==> src/rtl/core/pnmru_pkg.sv <==
// ----------------------------------------------------------------------------
// pnmru_pkg
// Types and constants shared by the raster sample unpacker modules.
// ----------------------------------------------------------------------------
package pnmru_pkg;

	localparam int CFG_INDEX_BITS = 3;
	localparam int CFG_DATA_BITS  = 16;

	localparam logic [CFG_INDEX_BITS-1:0] CFG_RASTER_MODE     = 3'd0;
	localparam logic [CFG_INDEX_BITS-1:0] CFG_IMAGE_WIDTH     = 3'd1;
	localparam logic [CFG_INDEX_BITS-1:0] CFG_IMAGE_HEIGHT    = 3'd2;
	localparam logic [CFG_INDEX_BITS-1:0] CFG_COMPONENT_COUNT = 3'd3;
	localparam logic [CFG_INDEX_BITS-1:0] CFG_PLANE_STRIDE    = 3'd4;

	localparam logic [2:0] MODE_ASCII_BITMAP  = 3'd0;
	localparam logic [2:0] MODE_PACKED_BITMAP = 3'd1;
	localparam logic [2:0] MODE_BYTE_BITMAP   = 3'd2;
	localparam logic [2:0] MODE_SAMPLE8       = 3'd3;
	localparam logic [2:0] MODE_SAMPLE16      = 3'd4;

	localparam logic [7:0] ASCII_NEWLINE = 8'h0A;
	localparam logic [7:0] ASCII_SPACE   = 8'h20;
	localparam logic [2:0] BIT_MSB       = 3'd7;
	localparam logic [2:0] BIT_LSB       = 3'd0;

	localparam int QUEUE_DEPTH = 4;
	localparam int QPTR_BITS   = $clog2(QUEUE_DEPTH);

	typedef enum logic [1:0] {
		ENT_BIT    = 2'd0,
		ENT_PACKED = 2'd1,
		ENT_SAMPLE = 2'd2
	} entry_kind_t;

	typedef struct packed {
		entry_kind_t kind;
		logic [15:0] data;
	} entry_t;

	typedef struct packed {
		logic [15:0] image_width;
		logic [15:0] image_height;
		logic [2:0]  component_count;
		logic [15:0] plane_stride;
	} geom_cfg_t;

endpackage

==> src/rtl/core/pnm_raster_sample_unpacker.sv <==
// ----------------------------------------------------------------------------
// pnm_raster_sample_unpacker
// Decodes PNM raster bytes into addressed pixel samples.
// ----------------------------------------------------------------------------
// Input channel: raw_byte is taken on a clock edge with push high and full
// low. Output channel: while empty is low the oldest sample is on the result
// ports; it is taken on a clock edge with pop high.
// Configuration: cfg_write with cfg_index selects raster_mode (0),
// image_width (1), image_height (2), component_count (3) or plane_stride (4);
// other indexes are ignored. Write only while the block is idle.
// Path: a byte's first sample is written to the work queue, then to the
// output register. Throughput: one sample per cycle, set by the single
// expansion unit, while work is queued and the output is popped or empty;
// a work entry gives one sample, a packed bitmap entry up to eight (one per
// bit, fewer when a row ends inside the byte). A four-entry work queue sits
// between intake and expansion, so intake continues while the output stalls
// until the queue fills; full then holds off further bytes.
// Reset: registers return to mode 1, all geometry 1; position counters and
// the 16-bit byte pairing clear; no sample is pending.
module pnm_raster_sample_unpacker #(
	parameter int MAX_COMPONENTS = 4,
	parameter int DIMENSION_BITS = 16
) (
	input  logic                                 clk,
	input  logic                                 arst_n,
	input  logic                                 cfg_write,
	input  logic [pnmru_pkg::CFG_INDEX_BITS-1:0] cfg_index,
	input  logic [pnmru_pkg::CFG_DATA_BITS-1:0]  cfg_data,
	input  logic                                 push,
	output logic                                 full,
	input  logic [7:0]                           raw_byte,
	output logic                                 empty,
	input  logic                                 pop,
	output logic [15:0]                          sample_value,
	output logic [1:0]                           component_index,
	output logic [15:0]                          column_index,
	output logic [15:0]                          row_index,
	output logic [31:0]                          plane_address,
	output logic                                 last_of_byte,
	output logic                                 image_done
);
	import pnmru_pkg::*;

	logic [2:0] raster_mode_q;
	geom_cfg_t  geom_q;
	logic       q_wr;
	entry_t     q_wr_data;
	logic       q_rd;
	entry_t     q_rd_data;
	logic       q_empty;

	always_ff @(posedge clk or negedge arst_n) begin
		if (!arst_n) begin
			raster_mode_q          <= MODE_PACKED_BITMAP;
			geom_q.image_width     <= 16'd1;
			geom_q.image_height    <= 16'd1;
			geom_q.component_count <= 3'd1;
			geom_q.plane_stride    <= 16'd1;
		end else if (cfg_write) begin
			unique case (cfg_index)
				CFG_RASTER_MODE:     raster_mode_q          <= cfg_data[2:0];
				CFG_IMAGE_WIDTH:     geom_q.image_width     <= cfg_data;
				CFG_IMAGE_HEIGHT:    geom_q.image_height    <= cfg_data;
				CFG_COMPONENT_COUNT: geom_q.component_count <= cfg_data[2:0];
				CFG_PLANE_STRIDE:    geom_q.plane_stride    <= cfg_data;
				default: begin
				end
			endcase
		end
	end

	pnmru_front u_front (
		.clk         (clk),
		.arst_n      (arst_n),
		.raster_mode (raster_mode_q),
		.push        (push),
		.raw_byte    (raw_byte),
		.q_full      (full),
		.q_wr        (q_wr),
		.q_wr_data   (q_wr_data)
	);

	pnmru_queue u_queue (
		.clk     (clk),
		.arst_n  (arst_n),
		.wr      (q_wr),
		.wr_data (q_wr_data),
		.full    (full),
		.rd      (q_rd),
		.rd_data (q_rd_data),
		.empty   (q_empty)
	);

	pnmru_back #(
		.MAX_COMPONENTS (MAX_COMPONENTS),
		.DIMENSION_BITS (DIMENSION_BITS)
	) u_back (
		.clk             (clk),
		.arst_n          (arst_n),
		.cfg             (geom_q),
		.q_empty         (q_empty),
		.q_rd_data       (q_rd_data),
		.q_rd            (q_rd),
		.empty           (empty),
		.pop             (pop),
		.sample_value    (sample_value),
		.component_index (component_index),
		.column_index    (column_index),
		.row_index       (row_index),
		.plane_address   (plane_address),
		.last_of_byte    (last_of_byte),
		.image_done      (image_done)
	);

endmodule

==> src/rtl/core/pnmru_front.sv <==
// ----------------------------------------------------------------------------
// pnmru_front
// Accepts raster bytes, classifies them by mode and queues work entries.
// ----------------------------------------------------------------------------
module pnmru_front (
	input  logic                clk,
	input  logic                arst_n,
	input  logic [2:0]          raster_mode,
	input  logic                push,
	input  logic [7:0]          raw_byte,
	input  logic                q_full,
	output logic                q_wr,
	output pnmru_pkg::entry_t   q_wr_data
);
	import pnmru_pkg::*;

	logic       accept;
	logic [7:0] held_q;
	logic       phase_q;

	assign accept = push && !q_full;

	always_comb begin
		q_wr            = 1'b0;
		q_wr_data.kind  = ENT_SAMPLE;
		q_wr_data.data  = {8'h00, raw_byte};
		unique case (raster_mode)
			MODE_ASCII_BITMAP: begin
				q_wr           = accept && raw_byte != ASCII_NEWLINE && raw_byte != ASCII_SPACE;
				q_wr_data.kind = ENT_BIT;
				q_wr_data.data = {15'd0, ~raw_byte[0]};
			end
			MODE_PACKED_BITMAP: begin
				q_wr           = accept;
				q_wr_data.kind = ENT_PACKED;
			end
			MODE_BYTE_BITMAP: begin
				q_wr           = accept;
				q_wr_data.kind = ENT_BIT;
				q_wr_data.data = {15'd0, raw_byte[0]};
			end
			MODE_SAMPLE8: begin
				q_wr = accept;
			end
			MODE_SAMPLE16: begin
				q_wr           = accept && phase_q;
				q_wr_data.data = {held_q, raw_byte};
			end
			default: begin
				q_wr = 1'b0;
			end
		endcase
	end

	always_ff @(posedge clk or negedge arst_n) begin
		if (!arst_n) begin
			held_q  <= 8'h00;
			phase_q <= 1'b0;
		end else if (accept && raster_mode == MODE_SAMPLE16) begin
			if (!phase_q) begin
				held_q <= raw_byte;
			end
			phase_q <= !phase_q;
		end
	end

endmodule

==> src/rtl/core/pnmru_queue.sv <==
// ----------------------------------------------------------------------------
// pnmru_queue
// Short queue of work entries between the front and the back.
// ----------------------------------------------------------------------------
module pnmru_queue (
	input  logic              clk,
	input  logic              arst_n,
	input  logic              wr,
	input  pnmru_pkg::entry_t wr_data,
	output logic              full,
	input  logic              rd,
	output pnmru_pkg::entry_t rd_data,
	output logic              empty
);
	import pnmru_pkg::*;

	entry_t               slot_q [QUEUE_DEPTH];
	logic [QPTR_BITS-1:0] wr_ptr_q;
	logic [QPTR_BITS-1:0] rd_ptr_q;
	logic [QPTR_BITS:0]   count_q;
	logic                 do_wr;
	logic                 do_rd;

	assign full    = count_q == (QPTR_BITS+1)'(QUEUE_DEPTH);
	assign empty   = count_q == '0;
	assign do_wr   = wr && !full;
	assign do_rd   = rd && !empty;
	assign rd_data = slot_q[rd_ptr_q];

	always_ff @(posedge clk) begin
		if (do_wr) begin
			slot_q[wr_ptr_q] <= wr_data;
		end
	end

	always_ff @(posedge clk or negedge arst_n) begin
		if (!arst_n) begin
			wr_ptr_q <= '0;
			rd_ptr_q <= '0;
			count_q  <= '0;
		end else begin
			if (do_wr) begin
				wr_ptr_q <= wr_ptr_q + 1'b1;
			end
			if (do_rd) begin
				rd_ptr_q <= rd_ptr_q + 1'b1;
			end
			if (do_wr && !do_rd) begin
				count_q <= count_q + 1'b1;
			end else if (do_rd && !do_wr) begin
				count_q <= count_q - 1'b1;
			end
		end
	end

endmodule

==> src/rtl/core/pnmru_back.sv <==
// ----------------------------------------------------------------------------
// pnmru_back
// Expands work entries into samples, tracks the raster position and holds
// the output register.
// ----------------------------------------------------------------------------
module pnmru_back #(
	parameter int MAX_COMPONENTS = 4,
	parameter int DIMENSION_BITS = 16
) (
	input  logic                 clk,
	input  logic                 arst_n,
	input  pnmru_pkg::geom_cfg_t cfg,
	input  logic                 q_empty,
	input  pnmru_pkg::entry_t    q_rd_data,
	output logic                 q_rd,
	output logic                 empty,
	input  logic                 pop,
	output logic [15:0]          sample_value,
	output logic [1:0]           component_index,
	output logic [15:0]          column_index,
	output logic [15:0]          row_index,
	output logic [31:0]          plane_address,
	output logic                 last_of_byte,
	output logic                 image_done
);
	import pnmru_pkg::*;

	logic [DIMENSION_BITS-1:0] col_q;
	logic [DIMENSION_BITS-1:0] row_q;
	logic [1:0]                comp_q;
	logic [31:0]               base_q;
	logic [2:0]                bit_q;
	logic                      ovalid_q;

	logic                      go;
	logic                      is_packed;
	logic                      is_bitmap;
	logic [15:0]               value;
	logic [1:0]                comp_out;
	logic [2:0]                comp_eff;
	logic [2:0]                comp_inc;
	logic                      adv_pix;
	logic [DIMENSION_BITS-1:0] col_inc;
	logic [DIMENSION_BITS-1:0] row_inc;
	logic                      col_wrap;
	logic                      row_wrap;
	logic                      done;
	logic                      last;

	always_comb begin
		go        = !q_empty && (!ovalid_q || pop);
		is_packed = q_rd_data.kind == ENT_PACKED;
		is_bitmap = q_rd_data.kind != ENT_SAMPLE;
		value     = is_packed ? {15'd0, ~q_rd_data.data[bit_q]} : q_rd_data.data;
		comp_out  = is_bitmap ? 2'd0 : comp_q;
		priority if (cfg.component_count == 3'd0) begin
			comp_eff = 3'd1;
		end else if (cfg.component_count > 3'(MAX_COMPONENTS)) begin
			comp_eff = 3'(MAX_COMPONENTS);
		end else begin
			comp_eff = cfg.component_count;
		end
		comp_inc = {1'b0, comp_out} + 3'd1;
		adv_pix  = is_bitmap || comp_inc >= comp_eff;
		col_inc  = col_q + 1'b1;
		row_inc  = row_q + 1'b1;
		col_wrap = col_inc == cfg.image_width[DIMENSION_BITS-1:0];
		row_wrap = row_inc == cfg.image_height[DIMENSION_BITS-1:0];
		done     = adv_pix && col_wrap && row_wrap;
		last     = !is_packed || bit_q == BIT_LSB || col_wrap;
		q_rd     = go && last;
		empty    = !ovalid_q;
	end

	always_ff @(posedge clk or negedge arst_n) begin
		if (!arst_n) begin
			col_q    <= '0;
			row_q    <= '0;
			comp_q   <= 2'd0;
			base_q   <= 32'd0;
			bit_q    <= BIT_MSB;
			ovalid_q <= 1'b0;
		end else begin
			if (go) begin
				ovalid_q <= 1'b1;
				bit_q    <= last ? BIT_MSB : bit_q - 1'b1;
				if (adv_pix) begin
					comp_q <= 2'd0;
					if (!col_wrap) begin
						col_q <= col_inc;
					end else begin
						col_q <= '0;
						if (!row_wrap) begin
							row_q  <= row_inc;
							base_q <= base_q + 32'(cfg.plane_stride);
						end else begin
							row_q  <= '0;
							base_q <= 32'd0;
						end
					end
				end else begin
					comp_q <= comp_inc[1:0];
				end
			end else if (pop) begin
				ovalid_q <= 1'b0;
			end
		end
	end

	always_ff @(posedge clk) begin
		if (go) begin
			sample_value    <= value;
			component_index <= comp_out;
			column_index    <= 16'(col_q);
			row_index       <= 16'(row_q);
			plane_address   <= base_q + 32'(col_q);
			last_of_byte    <= last;
			image_done      <= done;
		end
	end

`ifndef SYNTHESIS
	a_done_ends_byte: assert property (@(posedge clk) disable iff (!arst_n)
		ovalid_q && image_done |-> last_of_byte)
		else $error("image_done without last_of_byte");

	a_packed_holds_entry: assert property (@(posedge clk) disable iff (!arst_n)
		bit_q != BIT_MSB |-> !q_empty && q_rd_data.kind == ENT_PACKED)
		else $error("packed expansion in progress without its entry");

	a_wrap_clears_position: assert property (@(posedge clk) disable iff (!arst_n)
		go && done |=> col_q == '0 && row_q == '0 && base_q == 32'd0)
		else $error("position not cleared after image end");
`endif

endmodule

==> config.mk <==
export PLATFORM = sky130hd
export DESIGN_NAME = pnm_raster_sample_unpacker
export DESIGN_NICKNAME = d
export VERILOG_FILES = /design/src/rtl/core/pnmru_pkg.sv /design/src/rtl/core/pnm_raster_sample_unpacker.sv /design/src/rtl/core/pnmru_front.sv /design/src/rtl/core/pnmru_queue.sv /design/src/rtl/core/pnmru_back.sv
export SDC_FILE = /design/constraint.sdc
export NUM_CORES = 1
export LEC_CHECK = 0
export BUFFER_PORTS_ARGS = -buffer_cell sky130_fd_sc_hd__buf_2
export CAP_MARGIN = 20
export CELL_PAD_IN_SITES_DETAIL_PLACEMENT = 1
export CELL_PAD_IN_SITES_GLOBAL_PLACEMENT = 2
export CORE_AREA = 5 5 196 198
export DETAILED_ROUTE_END_ITERATION = 8
export DIE_AREA = 0 0 201 203
export PLACE_DENSITY_LB_ADDON = 0.1
export SYNTH_ARGS = -nofsm -noshare
export SYNTH_HDL_FRONTEND = slang
export SYNTH_HIERARCHICAL = 1
export SYNTH_SLANG_ARGS = --single-unit
==> constraint.sdc <==
create_clock -name clk -period 4.7 [get_ports clk]
set_input_delay 0.94 -clock clk [delete_from_list [all_inputs] [get_ports clk]]
set_output_delay 0.94 -clock clk [all_outputs]
set_load 0.02 [all_outputs]
======== Word level (Yosys, flattened, before mapping) ========
Memory sizes are Yosys's and may differ from the RTL's.
Cells that the tools add are included.
operators by class
  bitwise operators ....................... 3
  shift-type cells ........................ 0
  div/mod/pow operators ................... 0
  reduce and logical (&&, ||, !) cells .... 41
  multipliers ............................. 0
  magnitude comparators ................... 3
  add/subtract/negate cells ............... 10
  equality and inequality tests ........... 15
  muxes and demuxes ....................... 20
operators by type and width
  cell                                                                           number
  32-bit by 16-bit adder with 32-bit output                                      2
  16-bit case mux with 3 select lines                                            1
  16-bit by 1-bit adder with 16-bit output (second input constant)               2
  16-bit equality test                                                           2
  16-bit 2-to-1 mux                                                              2
  32-bit 2-to-1 mux                                                              1
  3-bit logical NOT                                                              5
  3-bit 2-to-1 mux                                                               5
  2-bit AND reduction                                                            7
  1-bit logical AND                                                              13
  3-bit by 2-bit equality test with 1-bit output (second input constant)         4
  3-bit equality test (second input constant)                                    3
  8-bit by 4-bit != test with 1-bit output (second input constant)               1
  8-bit by 6-bit != test with 1-bit output (second input constant)               1
  1-bit logical NOT                                                              7
  3-bit by 1-bit equality test with 1-bit output (second input constant)         2
  1-bit 2-to-1 mux                                                               6
  3-bit by 1-bit subtractor with 3-bit output (second input constant)            2
  3-bit by 5-bit less-than comparator with 1-bit output (second input constant)  1
  2-bit by 1-bit adder with 2-bit output (second input constant)                 2
  1-bit logical OR                                                               4
  2-bit 2-to-1 mux                                                               2
  2-bit case mux with 2 select lines                                             1
  2-bit nonzero test                                                             2
  other kinds (12)                                                               14
word-level totals
  output and inout bits ................... 86
  memories ................................ 1
  latch bits .............................. 0
  bits in writable memories ............... 72
  bits in read-only memories .............. 0
  bits in registers ....................... 224
  input bits .............................. 32
memory list
  memory          words  bits a word  read ports  clocked after memory_dff  wr ports  line               source
  u_queue.slot_q  4      18           1           0                         1         pnmru_queue.sv:17  entry_t slot_q [QUEUE_DEPTH];

======== Longest topological paths before layout ========
  depth after elaboration ................. 11
  gate-level depth with buffers ........... 19
  mapped depth without buffers ............ 16

======== Hierarchy ========
Netlist, hierarchy kept.
by module, submodules not included
  module                      area each (sq um)  times used  seq. area each (sq um)  cells an instance
  pnmru_back                  9316.4             1           4277.9                  923
  pnmru_queue                 3015.4             1           2337.2                  130
  pnm_raster_sample_unpacker  2217.1             1           1357.6                  119
  pnmru_front                 598.1              1           225.2                   51

======== Worst setup path after synthesis ========
Ideal clock, no wire load.
  kind .................................... input -> register
  start point ............................. input pop
  end point ............................... register u_back.col_q[14]
  required time ........................... 4.568 ns
  buffers on the path ..................... 1
  cell stages on the path ................. 8
  arrival time ............................ 4.236 ns
  slack ................................... 0.332 ns
  library setup time ...................... 0.132 ns
  cells stage by stage .................... nand2b_1 -> nand2b_1 -> clkinv_1 -> nand2b_1 -> clkbuf_1 -> nor3_1 -> o21ai_0 -> o21ai_0
on the way
  word-level cells in the longest chain between the ends .. 3
RTL lines
  element                               line                              source
  start: declaration                    pnm_raster_sample_unpacker.sv:33  input logic pop,
  1-bit logical OR                      pnmru_back.sv:51                  go = !q_empty && (!ovalid_q || pop);
  1-bit logical AND                     pnmru_back.sv:51
  via u_back.go                         pnmru_back.sv:35                  logic go;
  2-bit AND reduction (no source line)  n/a
  end signal: assignment                pnmru_back.sv:90                  col_q <= col_inc;
  end: declaration                      pnmru_back.sv:28                  logic [DIMENSION_BITS-1:0] col_q;
The timed path passes the listed nets, and every way through them passes these cells.
A chain may end at the register's enable or synchronous reset.

======== Worst setup path after layout ========
  start point ............................. register u_back.col_q[0]
  end point ............................... register u_queue.count_q[2]
on the way
  word-level cells in the longest chain between the ends .. 8
  elaborated cells on any way between the ends .. 10
RTL lines
  element                                                 line                              source
  16-bit by 1-bit adder with 16-bit output *              pnmru_back.sv:65                  col_inc = col_q + 1'b1;
  16-bit equality test *                                  pnmru_back.sv:67                  col_wrap = col_inc == cfg.image_width[DIMENSION_BITS-1:0];
  1-bit logical OR *                                      pnmru_back.sv:70                  last = !is_packed || bit_q == BIT_LSB || col_wrap;
  1-bit logical AND *                                     pnmru_back.sv:71                  q_rd = go && last;
  via q_rd                                                pnm_raster_sample_unpacker.sv:48  logic q_rd;
  1-bit logical AND *                                     pnmru_queue.sv:27                 assign do_rd = rd && !empty;
  1-bit logical NOT                                       pnmru_queue.sv:48                 if (do_wr && !do_rd) begin
  1-bit logical AND                                       pnmru_queue.sv:48
  3-bit 2-to-1 mux or 2-bit nonzero test (tied branches)  n/a
  end signal: assignment                                  pnmru_queue.sv:49                 count_q <= count_q + 1'b1;
  end signal: assignment                                  pnmru_queue.sv:51                 count_q <= count_q - 1'b1;
  end: declaration                                        pnmru_queue.sv:20                 logic [QPTR_BITS:0] count_q;
The timed path passes the listed nets; every way through them passes the cells marked *.

==> results.md <==
* Slew @ Worst Pin at approximately 1.0 ns
* Power Dens Cells at 508 nW/um2
* I/O Buffers at between 100 and 150
* Vias per cell at around 5.6
* CTS hold repair buffers at 0
* HPWL Detailed at 29200 um
* MaxCap Viol Count at 0
* First-pass GRT wire length at about 65000 um
* Setup CP Type: flip-flop to flip-flop
* EDFF count, synth at ~160
* Iter 0 DRT Violations at about 480
* Total global routing overflow at 0
* Final period util at between 80% and 90%
* Initial antenna violation count at 0
* Fillcell total at approximately 3800
* Achievable Freq at 0.257 GHz
* Max Buffers Root-to-Sink at 3
* Avg WL per Cell at between 20 and 25 um
* Worst setup startpoint: u_back/col_q[0]
* Netlist cell types at 92
* Site Rows at 70
* Top Ports at 118
* P_leak at 0.00694 uW
* Largest net degree at the start of global routing at 92
* Critical path launch point type: flip-flop
* Status: finished, final reports clean
* Worst hold path class: input pin to asynchronous set/reset pin
* Detailed Route WL at between 40000 and 50000 um
* H-Tree Depth at 2
* Synth warn at 6
* Share of layout cells above drive strength 1 at 23.9%
* FF-to-FF setup slack at roughly 0.8 ns
* Flops & latches, synth at approximately 300
* Final Hold Fails at 0
* # diodes at 0
* ANT nets after route at 0
* Slew margin rel. at a little under a third
* Initial Util at between 40% and 50%
* Fin crit period at ~3.9 ns
* Worst reg2reg startpoint: u_back/col_q[0]
* # clock sinks at 296
* Post-Synthesis Cells at roughly 1200
* Fin Setup TNS at 0 ns
* Async set-or-reset flop fraction in the synthesized netlist at between 40% and 50%
* Post-CTS Resized at 0
* Via count at 10300
* Dominant synthesized flop cell: edfxtp_1
* Die Wd at between 200 and 250 um
* Remaining DRCs at 0
* Clock transition at the registers of the reported paths at 0.06 ns
* Vias in the first global route at 10800
* Final core utilization at a little under half
* Setup bufs post-CTS at 0
* Register area share after synthesis at 54.1%
* Setup violators final at 0
* Post-Syn Nets at around 1300
* Largest fanout on the critical path at 8
* Worst path required time at roughly 5.2 ns
* Min Hold Slack at between 0.4 and 0.5 ns
* Worst vdd ir at 0.319 mV
* Mapped cell area at between 15000 and 20000 um2
* Total core area at about 36000 um2
* Unrepaired setup endpoints after global routing: false
* GPL Wtd Cong at ~0.83
* Critical Path AT at between 4 and 5 ns
* Clock root buffer: clkbuf_16
* CTS Buf Count at 35
* Slew Limit Fails at 0
* Clk_skew at approximately 0.015 ns
* Worst Setup End Kind: flip-flop
* Mean cell area of the mapped netlist at 12.4 um2
* Worst skew pair latency at ~0.55 ns
* Drt pass-1 iters at 5
* Full die area at 40800 um2
* Nets at 1427
* Die height at 203 um
* CTS tree: yes
* Area grow syn2layout at 14.2%
* Total GRT Usage at 20.3%
## through the flow
stage	std cells	power (uW)	setup WS [ns]	area (um2)
after CTS	1841	8920	0.791	17300
after global placement	1777	6160	0.860	16200
final	1842	8780	0.809	17300
after global routing	1842	9260	0.537	17300
after floorplan	1223	5450	0.332	15100
after detailed placement	1777	6230	0.805	16200
## cell usage in the layout (no fill, tap or decap), drive strengths merged, types with 8 or more instances in the layout
cell and instances:
and3 16, nand4 28, or2 8, xnor2 60, buf 140, ha 45
nor2 55, nand3 40, a211oi 11, nand2 74, dfstp 8, dfrtp 132
o211ai 9, edfxtp 156, or3 12, a21oi 51, a21o 16, inv 49
xor2 19, clkbuf 53, o21a 13, o21ai 75, nor3 25, and2 30
mux2 68, nand2b 20, mux4 20, mux2i 11, nor2b 17
## cells by family after synthesis
group                    Yosys count  share of synthesized area, %
AND/OR/NAND/NOR                  371                          14.1
flip-flops                       296                          54.1
AO/OA/AOI/OAI                    232                          9.92
multiplexers                      99                          9.72
buffers and inverters             98                          3.44
XOR/XNOR                          79                          4.57
adder cells (fa/ha/maj)           48                          4.11
## state kept, by name, indices dropped and copies added, names as in the netlist
name / cells
u_back/last_of_byte: 1
u_back/col_q: 16
u_back/row_index: 16
raster_mode_q: 3
geom_q: 51
u_back/ovalid_q: 1
u_front/phase_q: 1
u_queue/rd_ptr_q: 2
u_front/held_q: 8
u_back/comp_q: 2
u_back/base_q: 32
u_queue/slot_q: 72
u_back/row_q: 16
u_back/sample_value: 16
u_back/image_done: 1
u_queue/wr_ptr_q: 2
u_back/component_index: 2
u_queue/count_q: 3
u_back/bit_q: 3
u_back/column_index: 16
u_back/plane_address: 32
## cell usage after synthesis (22+ instances only)
master | instances | area (um2)
nand4_1 | 24 | 150
inv_1 | 44 | 165
a21oi_1 | 49 | 245
nor2_1 | 54 | 203
and2_1 | 22 | 138
xnor2_1 | 60 | 526
ha_1 | 45 | 563
dfrtp_1 | 132 | 3300
nor3_1 | 23 | 115
mux2_2 | 29 | 327
o21ai_0 | 72 | 360
nand3_1 | 40 | 200
mux2_4 | 39 | 586
nand2_1 | 73 | 274
edfxtp_1 | 156 | 4680
## area by class of cell
| cell class | count | area (um2) | area share, % |
|---|---|---|---|
| clock buffers | 53 | 1020 | 5.92 |
| clock inverters | 11 | 86.3 | 0.499 |
| inverters | 45 | 171 | 0.991 |
| multi-input cells | 829 | 6440 | 37.3 |
| flip-flops and latches | 296 | 8200 | 47.4 |
| well taps | 468 | 586 | 3.39 |
| repair buffers | 140 | 785 | 4.54 |
## where the power goes
group	switching, uW	total [uW]	internal, uW
Combinational	1350	2360	1020
Sequential	365	3780	3410
Clock	1110	2630	1520
## routing by layer
metal | global-route usage, % | part of all wire, %
met5 | 0 | 0
met1 | 27.9 | 46
met4 | 5.09 | 2.2
met2 | 33.4 | 47
met3 | 3.66 | 4.0
## final timing paths
check / depth (start not counted) / end
worst max-delay path: 16 / u_queue/count_q[2]
worst min-delay path: 1 / u_back/col_q[2]
worst max register to register: 16 / u_queue/count_q[2]
worst min register to register: 1 / u_queue/count_q[2]
max in group asynchronous: 2 / u_back/base_q[2]
min in group clk: 1 / u_queue/count_q[2]
## worst max-delay path, cell delays in order (launching register included)
cell	delay [ns]
dfrtp_1	0.50
ha_1	0.33
nand3_1	0.18
or2_1	0.35
o21a_1	0.24
o32ai_2	0.30
nor3_1	0.12
and3_1	0.22
nor3_2	0.25
nor2_1	0.13
nand2_1	0.12
ha_1	0.20
inv_1	0.06
fa_1	0.38
xor2_1	0.16
nor2_1	0.12
xor2_1	0.15
(Power assumes the default switching activity.)
